### config.mk
export PLATFORM = sky130hd
export DESIGN_NAME = tiny_cpu_execute_unit
export DESIGN_NICKNAME = d
export VERILOG_FILES = /design/src/hw/rtl/tce_pkg.sv /design/src/hw/rtl/tce_front.sv /design/src/hw/rtl/tce_queue.sv /design/src/hw/rtl/tce_back.sv /design/src/hw/rtl/tiny_cpu_execute_unit.sv
export SDC_FILE = /design/constraint.sdc
export NUM_CORES = 1
export LEC_CHECK = 0
export ABC_AREA = 1
export ABC_CLOCK_PERIOD_IN_PS = 9880
export BUFFER_PORTS_ARGS = -buffer_cell sky130_fd_sc_hd__buf_2
export CORE_MARGIN = 10
export CORE_UTILIZATION = 45
export DETAILED_ROUTE_END_ITERATION = 6
export GPL_TIMING_DRIVEN = 0
export HOLD_SLACK_MARGIN = 0.15
export PLACE_DENSITY = 0.63
export SLEW_MARGIN = 15
export SYNTH_ARGS = -nofsm -noshare
export SYNTH_HDL_FRONTEND = slang
export SYNTH_HIERARCHICAL = 1
export SYNTH_SLANG_ARGS = --single-unit
export TNS_END_PERCENT = 1
### constraint.sdc
create_clock -name clk -period 9.88 [get_ports clk]
set_clock_uncertainty 0.2 [all_clocks]
set_input_delay 0.988 -clock clk [delete_from_list [all_inputs] [get_ports clk]]
set_output_delay 0.988 -clock clk [all_outputs]
set_load 0.005 [all_outputs]
### src/hw/rtl/tce_pkg.sv
// shared types and constants of the tiny cpu execute unit
// opcode and condition codes, decoded control word, result word
// no dependencies
`timescale 1ns / 1ps
`default_nettype none

package tce_pkg;

    localparam int DATA_W    = 8;
    localparam int FLAGS_W   = 4;
    localparam int SIGN_BIT  = 7;
    localparam int FLAG_V    = 3;
    localparam int FLAG_N    = 2;
    localparam int FLAG_Z    = 1;
    localparam int FLAG_C    = 0;
    localparam int REG_FLD_W = 2;

    typedef enum logic [3:0] {
        OP_NOP    = 4'd0,
        OP_ADD    = 4'd1,
        OP_SUB    = 4'd2,
        OP_CP     = 4'd3,
        OP_MOV    = 4'd4,
        OP_STOP   = 4'd5,
        OP_SUBI   = 4'd6,
        OP_CPI    = 4'd7,
        OP_LDI    = 4'd8,
        OP_JMP    = 4'd9,
        OP_BRANCH = 4'd10
    } opcode_t;

    typedef enum logic [1:0] {
        COND_EQ = 2'd0,
        COND_LO = 2'd1,
        COND_VS = 2'd2,
        COND_LT = 2'd3
    } cond_t;

    typedef enum logic [2:0] {
        K_NOP,
        K_ALU,
        K_MOV,
        K_STOP,
        K_LDI,
        K_JMP,
        K_BRANCH
    } kind_t;

    typedef struct packed {
        kind_t kind;
        logic  sub;
        logic  use_imm;
        logic  wr_dest;
        cond_t cond;
    } op_ctrl_t;

    typedef struct packed {
        logic                halted;
        logic [DATA_W-1:0]   dest_value;
        logic                taken;
        logic [DATA_W-1:0]   pc_value;
        logic [FLAGS_W-1:0]  flags;
        logic [DATA_W-1:0]   acc_value;
    } result_t;

endpackage

`default_nettype wire

### src/hw/rtl/tce_front.sv
// front end: classifies an incoming instruction into a control word
// and folds register fields into the register file range; uses tce_pkg
`timescale 1ns / 1ps
`default_nettype none

module tce_front #(
    parameter int NUM_REGS = 4,
    parameter int IDX_W    = 2
) (
    input  wire logic [3:0]                    opcode,
    input  wire logic [tce_pkg::REG_FLD_W-1:0] dest_reg,
    input  wire logic [tce_pkg::REG_FLD_W-1:0] src_reg,
    input  wire logic [1:0]                    branch_cond,
    output tce_pkg::op_ctrl_t                  ctrl,
    output logic [IDX_W-1:0]                   ra,
    output logic [IDX_W-1:0]                   rb
);
    import tce_pkg::*;

    // field is below 4, so one conditional subtract gives the modulo
    function automatic logic [IDX_W-1:0] wrap_idx(input logic [REG_FLD_W-1:0] fld);
        logic [4:0] ext;
        logic [4:0] red;
        begin
            ext = {3'b000, fld};
            red = (ext >= 5'(NUM_REGS)) ? ext - 5'(NUM_REGS) : ext;
            wrap_idx = red[IDX_W-1:0];
        end
    endfunction

    assign ra = wrap_idx(dest_reg);
    assign rb = wrap_idx(src_reg);

    always_comb
    begin
        ctrl.kind    = K_NOP;
        ctrl.sub     = 1'b0;
        ctrl.use_imm = 1'b0;
        ctrl.wr_dest = 1'b0;
        ctrl.cond    = cond_t'(branch_cond);
        case (opcode_t'(opcode))
            OP_ADD:
            begin
                ctrl.kind    = K_ALU;
                ctrl.wr_dest = 1'b1;
            end
            OP_SUB:
            begin
                ctrl.kind    = K_ALU;
                ctrl.sub     = 1'b1;
                ctrl.wr_dest = 1'b1;
            end
            OP_CP:
            begin
                ctrl.kind = K_ALU;
                ctrl.sub  = 1'b1;
            end
            OP_MOV:
            begin
                ctrl.kind    = K_MOV;
                ctrl.wr_dest = 1'b1;
            end
            OP_STOP:   ctrl.kind = K_STOP;
            OP_SUBI:
            begin
                ctrl.kind    = K_ALU;
                ctrl.sub     = 1'b1;
                ctrl.use_imm = 1'b1;
                ctrl.wr_dest = 1'b1;
            end
            OP_CPI:
            begin
                ctrl.kind    = K_ALU;
                ctrl.sub     = 1'b1;
                ctrl.use_imm = 1'b1;
            end
            OP_LDI:
            begin
                ctrl.kind    = K_LDI;
                ctrl.wr_dest = 1'b1;
            end
            OP_JMP:    ctrl.kind = K_JMP;
            OP_BRANCH: ctrl.kind = K_BRANCH;
            default:   ctrl.kind = K_NOP;
        endcase
    end

endmodule

`default_nettype wire

### src/hw/rtl/tce_queue.sv
// two-entry queue between front and back end
// no package dependencies
`timescale 1ns / 1ps
`default_nettype none

module tce_queue #(
    parameter int WIDTH = 8
) (
    input  wire logic             clk,
    input  wire logic             rst_n,
    input  wire logic             push,
    input  wire logic [WIDTH-1:0] push_data,
    output logic                  can_push,
    input  wire logic             pop,
    output logic                  not_empty,
    output logic [WIDTH-1:0]      pop_data,
    output logic [1:0]            level
);
    localparam int DEPTH = 2;

    logic [WIDTH-1:0] slot_reg [DEPTH];
    logic             wr_ptr_reg;
    logic             wr_ptr_next;
    logic             rd_ptr_reg;
    logic             rd_ptr_next;
    logic [1:0]       count_reg;
    logic [1:0]       count_next;
    logic             do_push;
    logic             do_pop;

    assign can_push  = (count_reg != 2'(DEPTH));
    assign not_empty = (count_reg != 2'd0);
    assign pop_data  = slot_reg[rd_ptr_reg];
    assign level     = count_reg;
    assign do_push   = push && can_push;
    assign do_pop    = pop && not_empty;

    always_comb
    begin
        wr_ptr_next = do_push ? ~wr_ptr_reg : wr_ptr_reg;
        rd_ptr_next = do_pop ? ~rd_ptr_reg : rd_ptr_reg;
        count_next  = count_reg;
        if (do_push && !do_pop)
        begin
            count_next = count_reg + 2'd1;
        end
        else if (do_pop && !do_push)
        begin
            count_next = count_reg - 2'd1;
        end
    end

    always_ff @(posedge clk or negedge rst_n)
    begin
        if (!rst_n)
        begin
            wr_ptr_reg <= 1'b0;
            rd_ptr_reg <= 1'b0;
            count_reg  <= 2'd0;
        end
        else
        begin
            wr_ptr_reg <= wr_ptr_next;
            rd_ptr_reg <= rd_ptr_next;
            count_reg  <= count_next;
        end
    end

    always_ff @(posedge clk)
    begin
        if (do_push)
        begin
            slot_reg[wr_ptr_reg] <= push_data;
        end
    end

endmodule

`default_nettype wire

### src/hw/rtl/tce_back.sv
// back end: register file read stage, execute stage and result register
// holds the architectural state; uses tce_pkg
`timescale 1ns / 1ps
`default_nettype none

module tce_back #(
    parameter int NUM_REGS = 4,
    parameter int IDX_W    = 2
) (
    input  wire logic                         clk,
    input  wire logic                         rst_n,
    input  wire logic                         in_valid,
    output logic                              in_ready,
    input  tce_pkg::op_ctrl_t                 in_ctrl,
    input  wire logic [IDX_W-1:0]             in_ra,
    input  wire logic [IDX_W-1:0]             in_rb,
    input  wire logic [tce_pkg::DATA_W-1:0]   in_imm,
    output logic                              out_valid,
    input  wire logic                         out_ready,
    output tce_pkg::result_t                  out_res,
    output logic                              stopped
);
    import tce_pkg::*;

    // register file and per-entry valid bits (unwritten entries read zero)
    logic [DATA_W-1:0]   rf_mem [NUM_REGS];
    logic [NUM_REGS-1:0] rf_vld_reg;

    // execute stage
    logic                e_valid_reg;
    op_ctrl_t            e_ctrl_reg;
    logic [IDX_W-1:0]    e_ra_reg;
    logic [DATA_W-1:0]   e_imm_reg;
    logic [DATA_W-1:0]   rd_a_reg;
    logic [DATA_W-1:0]   rd_b_reg;

    // architectural state
    logic [DATA_W-1:0]   acc_reg;
    logic [DATA_W-1:0]   acc_next;
    logic [FLAGS_W-1:0]  flags_reg;
    logic [FLAGS_W-1:0]  flags_next;
    logic [DATA_W-1:0]   pc_reg;
    logic [DATA_W-1:0]   pc_next;
    logic                stopped_reg;
    logic                stopped_next;

    // result register
    logic                out_valid_reg;
    result_t             out_res_reg;
    result_t             res_next;

    logic                out_free;
    logic                e_fire;
    logic                load;
    logic                wr_en;
    logic [DATA_W-1:0]   wr_data;
    logic                taken;
    logic                cond_ok;
    logic [DATA_W-1:0]   opnd_b;
    logic [DATA_W-1:0]   bb;
    logic [DATA_W-1:0]   alu_r;
    logic [FLAGS_W-1:0]  alu_f;
    logic                fwd_a;
    logic                fwd_b;

    assign out_free  = !out_valid_reg || out_ready;
    assign e_fire    = e_valid_reg && out_free;
    assign in_ready  = !e_valid_reg || out_free;
    assign load      = in_valid && in_ready;
    assign out_valid = out_valid_reg;
    assign out_res   = out_res_reg;
    assign stopped   = stopped_reg;

    // adder with flags; subtract adds the negated operand
    always_comb
    begin
        opnd_b = e_ctrl_reg.use_imm ? e_imm_reg : rd_b_reg;
        bb     = e_ctrl_reg.sub ? (~opnd_b + DATA_W'(1)) : opnd_b;
        alu_r  = rd_a_reg + bb;
        alu_f[FLAG_V] = (rd_a_reg[SIGN_BIT] == bb[SIGN_BIT])
                        && (rd_a_reg[SIGN_BIT] != alu_r[SIGN_BIT]);
        alu_f[FLAG_N] = alu_r[SIGN_BIT];
        alu_f[FLAG_Z] = (alu_r == '0);
        alu_f[FLAG_C] = e_ctrl_reg.sub ? (alu_r >= rd_a_reg) : (alu_r < rd_a_reg);
    end

    always_comb
    begin
        case (e_ctrl_reg.cond)
            COND_EQ: cond_ok = flags_reg[FLAG_Z];
            COND_LO: cond_ok = flags_reg[FLAG_C];
            COND_VS: cond_ok = flags_reg[FLAG_V];
            COND_LT: cond_ok = flags_reg[FLAG_V] ^ flags_reg[FLAG_N];
            default: cond_ok = 1'b0;
        endcase
    end

    always_comb
    begin
        acc_next     = acc_reg;
        flags_next   = flags_reg;
        pc_next      = pc_reg;
        stopped_next = stopped_reg;
        taken        = 1'b0;
        wr_en        = 1'b0;
        wr_data      = rd_a_reg;
        if (e_fire && !stopped_reg)
        begin
            case (e_ctrl_reg.kind)
                K_ALU:
                begin
                    acc_next   = alu_r;
                    flags_next = alu_f;
                    wr_en      = e_ctrl_reg.wr_dest;
                    wr_data    = alu_r;
                end
                K_MOV:
                begin
                    acc_next = rd_b_reg;
                    wr_en    = 1'b1;
                    wr_data  = rd_b_reg;
                end
                K_STOP:   stopped_next = 1'b1;
                K_LDI:
                begin
                    acc_next = e_imm_reg;
                    wr_en    = 1'b1;
                    wr_data  = e_imm_reg;
                end
                K_JMP:
                begin
                    acc_next = e_imm_reg;
                    pc_next  = e_imm_reg;
                    taken    = 1'b1;
                end
                K_BRANCH:
                begin
                    if (cond_ok)
                    begin
                        acc_next = e_imm_reg;
                        pc_next  = e_imm_reg;
                        taken    = 1'b1;
                    end
                end
                default:  taken = 1'b0;
            endcase
        end
    end

    always_comb
    begin
        res_next.acc_value  = acc_next;
        res_next.flags      = flags_next;
        res_next.pc_value   = pc_next;
        res_next.taken      = taken;
        // compares leave register a as it was
        res_next.dest_value = wr_en ? wr_data : rd_a_reg;
        res_next.halted     = stopped_next;
    end

    // a write retiring this cycle is forwarded into the read stage
    assign fwd_a = wr_en && (e_ra_reg == in_ra);
    assign fwd_b = wr_en && (e_ra_reg == in_rb);

    always_ff @(posedge clk or negedge rst_n)
    begin
        if (!rst_n)
        begin
            e_valid_reg   <= 1'b0;
            out_valid_reg <= 1'b0;
            acc_reg       <= '0;
            flags_reg     <= '0;
            pc_reg        <= '0;
            stopped_reg   <= 1'b0;
            rf_vld_reg    <= '0;
        end
        else
        begin
            if (load)
            begin
                e_valid_reg <= 1'b1;
            end
            else if (e_fire)
            begin
                e_valid_reg <= 1'b0;
            end
            if (e_fire)
            begin
                out_valid_reg <= 1'b1;
            end
            else if (out_ready)
            begin
                out_valid_reg <= 1'b0;
            end
            acc_reg     <= acc_next;
            flags_reg   <= flags_next;
            pc_reg      <= pc_next;
            stopped_reg <= stopped_next;
            if (wr_en)
            begin
                rf_vld_reg[e_ra_reg] <= 1'b1;
            end
        end
    end

    always_ff @(posedge clk)
    begin
        if (wr_en)
        begin
            rf_mem[e_ra_reg] <= wr_data;
        end
        if (load)
        begin
            e_ctrl_reg <= in_ctrl;
            e_ra_reg   <= in_ra;
            e_imm_reg  <= in_imm;
            rd_a_reg   <= fwd_a ? wr_data
                          : (rf_vld_reg[in_ra] ? rf_mem[in_ra] : '0);
            rd_b_reg   <= fwd_b ? wr_data
                          : (rf_vld_reg[in_rb] ? rf_mem[in_rb] : '0);
        end
        if (e_fire)
        begin
            out_res_reg <= res_next;
        end
    end

endmodule

`default_nettype wire

### src/hw/rtl/tiny_cpu_execute_unit.sv
// top level of the tiny cpu execute unit: front end, queue, back end
// depends on tce_pkg, tce_front, tce_queue, tce_back
//
//   channel  | direction | contents
//   ---------+-----------+------------------------------------------------
//   s_axis   | in        | one decoded instruction per transfer
//   m_axis   | out       | one result per instruction (state after it)
//
// one instruction per cycle sustained while m_axis is ready; an input
// transfer reaches result valid through the queue slot, then register
// read into the execute stage, then execute into the result register
// the execute stage retires one instruction a cycle, bounded by the single
// register file write port and the flag/pc/accumulator update loop
// reset clears the register file valid bits, accumulator, flags, pc, the
// stop flag, the queue and all valid bits; no clearing pass is needed
// a stall on m_axis backs up into execute, then the two-entry queue
`timescale 1ns / 1ps
`default_nettype none

module tiny_cpu_execute_unit #(
    parameter int NUM_REGS = 4
) (
    input  wire logic        clk,
    input  wire logic        rst_n,
    input  wire logic        s_axis_tvalid,
    output logic             s_axis_tready,
    // opcode[3:0], dest_reg[5:4], src_reg[7:6], immediate[15:8],
    // branch_cond[17:16], zero[23:18]
    input  wire logic [23:0] s_axis_tdata,
    output logic             m_axis_tvalid,
    input  wire logic        m_axis_tready,
    // acc_value[7:0], flags[11:8], pc_value[19:12], branch_taken[20],
    // dest_value[28:21], halted[29], zero[31:30]
    output logic [31:0]      m_axis_tdata
);
    import tce_pkg::*;

    localparam int IDX_W = $clog2(NUM_REGS);
    localparam int CTRL_W = $bits(op_ctrl_t);
    localparam int Q_W = CTRL_W + 2 * IDX_W + DATA_W;

    // front end outputs
    op_ctrl_t          f_ctrl;
    logic [IDX_W-1:0]  f_ra;
    logic [IDX_W-1:0]  f_rb;

    // queue
    logic [Q_W-1:0]    q_in;
    logic [Q_W-1:0]    q_out;
    logic              q_can_push;
    logic              q_not_empty;
    logic [1:0]        q_level;
    logic              q_pop;

    // back end
    op_ctrl_t          b_ctrl;
    logic [IDX_W-1:0]  b_ra;
    logic [IDX_W-1:0]  b_rb;
    logic [DATA_W-1:0] b_imm;
    result_t           b_res;
    logic              b_stopped;

    tce_front #(
        .NUM_REGS (NUM_REGS),
        .IDX_W    (IDX_W)
    ) u_front (
        .opcode      (s_axis_tdata[3:0]),
        .dest_reg    (s_axis_tdata[5:4]),
        .src_reg     (s_axis_tdata[7:6]),
        .branch_cond (s_axis_tdata[17:16]),
        .ctrl        (f_ctrl),
        .ra          (f_ra),
        .rb          (f_rb)
    );

    // classified instruction packed for the queue
    assign q_in = {f_ctrl, f_ra, f_rb, s_axis_tdata[15:8]};
    assign s_axis_tready = q_can_push;

    tce_queue #(
        .WIDTH (Q_W)
    ) u_queue (
        .clk       (clk),
        .rst_n     (rst_n),
        .push      (s_axis_tvalid),
        .push_data (q_in),
        .can_push  (q_can_push),
        .pop       (q_pop),
        .not_empty (q_not_empty),
        .pop_data  (q_out),
        .level     (q_level)
    );

    assign {b_ctrl, b_ra, b_rb, b_imm} = q_out;

    tce_back #(
        .NUM_REGS (NUM_REGS),
        .IDX_W    (IDX_W)
    ) u_back (
        .clk       (clk),
        .rst_n     (rst_n),
        .in_valid  (q_not_empty),
        .in_ready  (q_pop),
        .in_ctrl   (b_ctrl),
        .in_ra     (b_ra),
        .in_rb     (b_rb),
        .in_imm    (b_imm),
        .out_valid (m_axis_tvalid),
        .out_ready (m_axis_tready),
        .out_res   (b_res),
        .stopped   (b_stopped)
    );

    assign m_axis_tdata = {2'b00, b_res.halted, b_res.dest_value, b_res.taken,
                           b_res.pc_value, b_res.flags, b_res.acc_value};

    // an input transfer never lands on a full queue
    assert property (@(posedge clk) disable iff (!rst_n)
        (s_axis_tvalid && s_axis_tready) |-> (q_level < 2'd2))
        else $error("input transfer accepted into a full queue");

    // once stopped, the machine stays stopped until reset
    assert property (@(posedge clk) disable iff (!rst_n)
        b_stopped |=> b_stopped)
        else $error("stop flag cleared without reset");

    // a taken jump or branch loads the same target into pc and accumulator
    assert property (@(posedge clk) disable iff (!rst_n)
        (m_axis_tvalid && m_axis_tdata[20]) |-> (m_axis_tdata[19:12] == m_axis_tdata[7:0]))
        else $error("taken branch with pc and accumulator disagreeing");

    // a reported halt always matches the live stop flag
    assert property (@(posedge clk) disable iff (!rst_n)
        (m_axis_tvalid && m_axis_tdata[29]) |-> b_stopped)
        else $error("halted result while the unit is not stopped");

endmodule

`default_nettype wire
==> results of run 1 <==
cells by family (layout without fill, tap and decap cells):
logic type      Yosys count  count (layout)  synth area share
buf+inv                 125             207            0.0683
compound gates          159             159             0.109
simple gates            323             323             0.171
xor+xnor                 15              15            0.0173
fa+ha+maj                17              17            0.0275
flops                   167             167             0.606
other cells               1               2          0.000467
synthesized netlist by cell type (4+ instances only):
master	instances	share of area
nand2_1	207	0.097
edfxtp_1	136	0.51
o21ai_0	92	0.057
inv_1	84	0.039
nor2_1	52	0.024
dfrtp_1	31	0.097
a21oi_1	30	0.019
nand3_1	27	0.017
ha_1	16	0.025
clkbuf_1	12	0.0056
inv_2	10	0.0047
nor3_1	10	0.0062
buf_4	9	0.0084
o22ai_1	9	0.0070
xnor2_1	8	0.0087
o21ai_1	6	0.0037
xor2_1	6	0.0066
buf_6	5	0.0070
nand2_2	5	0.0039
nand3_2	4	0.0050
metal layers:
layer  routed length, um  global-route usage  up-vias
met5                   0                   0        -
met4                 282              0.0562        0
met3                1000              0.0377       18
met2                8610               0.253      154
met1                7890               0.191     2631
li1                    -                   -     2852
cell type report:
cell class / instances / area [um2] / area share
Sequential cell: 167 / 4860 / 0.528
Multi-Input combinational cell: 516 / 2630 / 0.286
Clock buffer: 21 / 482 / 0.0524
Clock inverter: 11 / 123 / 0.0133
Buffer: 29 / 184 / 0.0200
Tap cell: 225 / 282 / 0.0306
Timing Repair Buffer: 50 / 273 / 0.0297
Inverter: 96 / 364 / 0.0396
worst max-delay path, stage by stage (launching register included):
cell and delay (ps):
edfxtp_1 380, buf_6 150, inv_2 120, nand2_1 70, nand2_1 100, ha_1 150, inv_1 50, nor2_1 140
a41oi_1 140, xnor2_1 230, inv_1 70, ha_1 320, a21oi_1 150, o21ai_0 90, nor2_1 160, nand3_1 110
nand2_1 120, inv_1 60, ha_1 300, nand2_1 80, nor2_1 160, nand2_1 80, o211ai_1 100, a21oi_1 80
o21ai_0 110, nand2_1 100
how the worst min path moves through the flow:
stage,slack (ps),depth (start not counted),start,end
floorplan,240,2,u_back/rf_vld_reg[2],u_back/rf_vld_reg[2]
global placement,260,2,u_back/rf_vld_reg[2],u_back/rf_vld_reg[2]
detailed placement,260,2,u_back/rf_vld_reg[1],u_back/rf_vld_reg[1]
CTS,280,2,u_back/rf_vld_reg[1],u_back/rf_vld_reg[1]
global route,300,2,u_back/pc_reg[7],u_back/pc_reg[7]
finish,280,2,u_back/rf_vld_reg[1],u_back/rf_vld_reg[1]
power breakdown:
part	switching, uW	total, uW	internal [uW]
clock	291	676	385
sequential	127	1240	1110
combinational	1090	1660	567
per-stage QoR:
stage | setup slack, ps | cells
floorplan | 6370 | 808
global placement | 5820 | 1080
detailed placement | 5790 | 1083
CTS | 5770 | 1115
global route | 5400 | 1115
finish | 5770 | 1115
==> flow_metrics.py, run 1 <==
metrics = {
    "global_route": {
        "grt_pass1_wl_mm": 28.6,
        "grt_use_total": 0.153,
        "grt_pass1_vias": 5501,
        "antenna_found_initial": 0,
        "grt_max_degree": 35,
        "gr-total-overflow": 0,
    },
    "clocking": {
        "cts_tree": "built",
        "htree_levels": 4,
        "clk_latency_ps": 440,
        "post_cts_buffers": 0,
        "ctsResizeCount": 0,
        "cts_buffers": 17,
        "clk_pin_slew_ps": 70,
        "hold_buffers": 0,
        "root_buffer": "clkbuf_16",
        "clk_path_buf_depth": 2,
        "clock-sinks": 167,
    },
    "finish": {
        "final_cell_mix": "nand2_1, edfxtp_1, o21ai_0",
        "final_common_cell": "nand2_1",
        "drive_gt1_frac": 0.156,
        "antenna_cells": 0,
        "n_fill_cell": 1544,
        "fin_util": 0.530,
        "layout.nets": 922,
        "areaGrowthSynthToFinish_pct": 14.7,
        "largest_reg_flops": 40,
        "final_area_um2": 9200,
    },
    "drt": {
        "ant_nets": 0,
        "drt_iter0_drc": 446,
        "routed-via-count": 5655,
        "wl_per_cell_um": 15.9,
        "vias_per_cell": 5.07,
        "drc": 0,
        "wirelength_mm": 17.8,
        "dr.pass1.iters": 5,
    },
    "timing": {
        "period_needed_ps": 4110,
        "worstMarginPinSlew_ps": 1070,
        "grt_setup_unrepaired": "no",
        "setup_tns_ps": 0,
        "timing.hold.ws_ps": 279,
        "min_period_over_period": 0.416,
        "max_slew_margin": 0.285,
        "setup_viol": 0,
        "final_max_slew_viol_count": 0,
        "hold_viol": 0,
        "clock.fmax_mhz": 243,
    },
    "critical_path": {
        "cp.required_ps": 9850,
        "worst_r2r_startpoint": "u_back/e_ctrl_reg[3]",
        "r2r-end": "u_back/out_res[8]",
        "startpoint_type": "flop",
        "crit_path_end": "u_back/out_res[8]",
        "ff2ff_setup_slack_ps": 5770,
        "cp_max_fo": 9,
        "crit_type": "reg2reg",
        "ff2ff_path_depth": 25,
        "worstPathArrival_ps": 4080,
        "crit_path_start": "u_back/e_ctrl_reg[3]",
        "endpoint_kind": "flop",
    },
    "power": {
        "total_power_uw": 3580,
        "power_leakage_uw": 0.00399,
        "irDropWorstVdd_v": 0.000169,
        "power_density_nw_per_um2": 389,
    },
    "synth": {
        "netlist_area_um2": 8020,
        "postSynthCellCount": 807,
        "synthFlopType": "edfxtp_1",
        "syn_avg_cell_area_um2": 9.94,
        "synth-edff-count": 136,
        "ys_seq_area_frac": 0.606,
        "yosysWarningCount": 6,
        "yosys.cell_types.count": 47,
        "ys_ff_latch": 167,
        "async_flop_share": 0.186,
    },
    "placement": {
        "io_buffer_count": 47,
        "place_hpwl_mm": 13.2,
        "placed_area_um2": 8590,
        "place_congestion": 0.914,
    },
    "die": {
        "die-area_um2": 23600,
        "die_x_um": 154,
        "fp.dieH_um": 154,
        "num_io_pins": 62,
        "num_rows": 48,
        "coreArea_um2": 17400,
        "initial_core_util": 0.462,
    },
    "run_status": {
        "status": "finished, final reports clean",
    },
    "run": {
        "max_cap_violations": 0,
    },
    "hold_path": {
        "hold_class": "reg2reg",
    },
}
No activity file was read; power rests on OpenSTA's default activity.
==> run 2: changes to the inputs <==
--- a/config.mk
+++ b/config.mk
@@ -6,14 +6,14 @@
 export NUM_CORES = 1
 export LEC_CHECK = 0
 export ABC_AREA = 1
-export ABC_CLOCK_PERIOD_IN_PS = 9880
+export ABC_CLOCK_PERIOD_IN_PS = 3750
 export BUFFER_PORTS_ARGS = -buffer_cell sky130_fd_sc_hd__buf_2
 export CORE_MARGIN = 10
 export CORE_UTILIZATION = 45
 export DETAILED_ROUTE_END_ITERATION = 6
 export GPL_TIMING_DRIVEN = 0
 export HOLD_SLACK_MARGIN = 0.15
-export PLACE_DENSITY = 0.63
+export PLACE_DENSITY = 0.65
 export SLEW_MARGIN = 15
 export SYNTH_ARGS = -nofsm -noshare
 export SYNTH_HDL_FRONTEND = slang
==> constraint.sdc (replaced) <==
create_clock -name clk -period 3.75 [get_ports clk]
set_clock_uncertainty 0.2 [all_clocks]
set_input_delay 0.375 -clock clk [delete_from_list [all_inputs] [get_ports clk]]
set_output_delay 0.375 -clock clk [all_outputs]
set_load 0.005 [all_outputs]
==> run 2 against run 1 <==
The flow now finishes with violations (negative setup slack). Cell area rose by 6.5%. Global-route usage rose by 0.081 points. Routed wire length is 4.4% higher. First-iteration DRC count grew 27%. Sequential cell count is the same. Critical path type unchanged. Largest cell class unchanged.
==> flow_metrics.py, run 2 (synthesized netlist as in run 1, its figures left out) <==
metrics = {
    "run_status": {
        "status": "complete, but fails checks",
        "violations": "negative setup slack",
    },
    "drt": {
        "dr.pass1.iters": 5,
        "routed-via-count": 5961,
        "drt_iter0_drc": 567,
        "ant_nets": 0,
        "wl_per_cell_um": 16.2,
        "drc": 0,
        "vias_per_cell": 5.19,
        "wirelength_mm": 18.6,
    },
    "clocking": {
        "htree_levels": 4,
        "clk_path_buf_depth": 2,
        "cts_tree": "built",
        "clk_pin_slew_ps": 70,
        "root_buffer": "clkbuf_16",
        "cts_buffers": 17,
        "clk_latency_ps": 440,
        "clock-sinks": 167,
    },
    "critical_path": {
        "cp_slowest_stage_delay_ps": 380,
        "cp.buffers_inverters": 6,
        "cp_max_fo": 6,
        "path_delay_family": "compound AO/OA/AOI/OAI gates",
        "worstPathArrival_ps": 3720,
        "endpoint_kind": "flop",
        "cp_common_cell": "ha_4",
        "timing.critical_path.cells": "buf_6, inv_8, nand2_4, nand2_4, ha_4, inv_4, nor2_4, a41oi_2, xnor2_2, inv_2, ha_4, a21oi_4, o21ai_4, nor2_4, nand3_2, nand2_2, inv_2, ha_4, buf_4, a21oi_1, o211ai_1, o21ai_1, nand2_1",
        "cp.required_ps": 3720,
        "cp_slowest_cell": "edfxtp_1",
        "startpoint_type": "flop",
        "crit_type": "reg2reg",
    },
    "timing": {
        "worstMarginPinSlew_ps": 1020,
        "period_needed_ps": 3750,
        "timing.hold.ws_ps": 283,
        "min_period_over_period": 1.00,
        "hold_viol": 0,
        "final_max_slew_viol_count": 0,
        "max_slew_margin": 0.316,
        "setup_viol": 1,
        "grt_setup_unrepaired": "yes",
        "clock.fmax_mhz": 266,
        "layout_setup_ws_ps": -3.97,
    },
    "die": {
        "die_x_um": 154,
        "num_rows": 48,
        "coreArea_um2": 17400,
        "initial_core_util": 0.462,
        "die-area_um2": 23600,
        "num_io_pins": 62,
        "fp.dieH_um": 154,
    },
    "finish": {
        "drive_gt1_frac": 0.218,
        "layout.nets": 955,
        "largest_reg_flops": 40,
        "antenna_cells": 0,
        "fin_util": 0.564,
        "final_common_cell": "nand2_1",
        "n_fill_cell": 1436,
        "final_cell_mix": "nand2_1, edfxtp_1, o21ai_0",
        "areaGrowthSynthToFinish_pct": 22.1,
    },
    "global_route": {
        "gr-total-overflow": 0,
        "grt_max_degree": 35,
        "grt_pass1_vias": 5678,
        "antenna_found_initial": 0,
        "grt_use_total": 0.154,
        "grt_pass1_wl_mm": 29.3,
    },
    "placement": {
        "io_buffer_count": 47,
        "post-place-ws_ps": -405,
        "place_congestion": 0.911,
        "place_hpwl_mm": 13.0,
    },
    "hold_path": {
        "hold_class": "reg2reg",
    },
    "run": {
        "max_cap_violations": 0,
    },
}
## run 2: worst reg2reg max path: cells and delay by family (launching register included)
kind,cells,cell delay [ps]
buffers and inverters,6,510
AO/OA/AOI/OAI,6,900
flip-flops,1,380
adder cells (fa/ha/maj),3,610
XOR/XNOR,1,220
AND/OR/NAND/NOR,7,670
## run 2: final cells by class
class	instances	area, um2	share of cell area
flip-flops and latches	167	4860	0.496
multi-input cells	516	2960	0.302
repair buffers	83	593	0.0605
clock buffers	22	464	0.0474
inverters	96	374	0.0382
well taps	225	282	0.0287
plain buffers	29	184	0.0188
clock inverters	10	82.6	0.00843
## run 2: stage by stage
stage | cell area (um2) | cells | setup TNS [ps]
after detailed placement | 8590 | 1083 | -677
after global placement | 8540 | 1080 | -626
final | 9800 | 1148 | -3.97
after global routing | 9800 | 1148 | -345
after floorplan | 8030 | 808 | 0
after CTS | 9490 | 1143 | 0
## run 2: metal layers
metal | global-route usage | vias to the layer above | wire [um]
li1 | - | 2927 | -
met2 | 0.248 | 237 | 8920
met4 | 0.0634 | 0 | 480
met5 | 0 | - | 0
met3 | 0.0340 | 40 | 1160
met1 | 0.197 | 2757 | 8000
## run 2: final timing paths
check	startpoint	endpoint	slack, ps	cells past startpoint
max in group asynchronous	rst_n	u_back/acc_reg[4]	2510	2
worst min register to register	u_back/pc_reg[1]	u_back/pc_reg[1]	280	2
worst max-delay path	u_back/e_ctrl_reg[3]	u_back/out_res[8]	-4	23
min in group asynchronous	rst_n	u_queue/wr_ptr_reg	350	2
worst max register to register	u_back/e_ctrl_reg[3]	u_back/out_res[8]	-4	23
worst min-delay path	u_back/pc_reg[1]	u_back/pc_reg[1]	280	2
## run 2: what timing repair did
action	in CTS	in global routing
endpoints found under the hold margin	68	0
hold buffers	21	0
pin swaps	15	38
endpoints found under the setup margin	3	3
resized for setup	26	59
setup buffers	7	5
Power of run 2 is left out: the tool's default activity adds up to more than one toggle a clock period on the data nets, which glitch-free logic cannot reach.
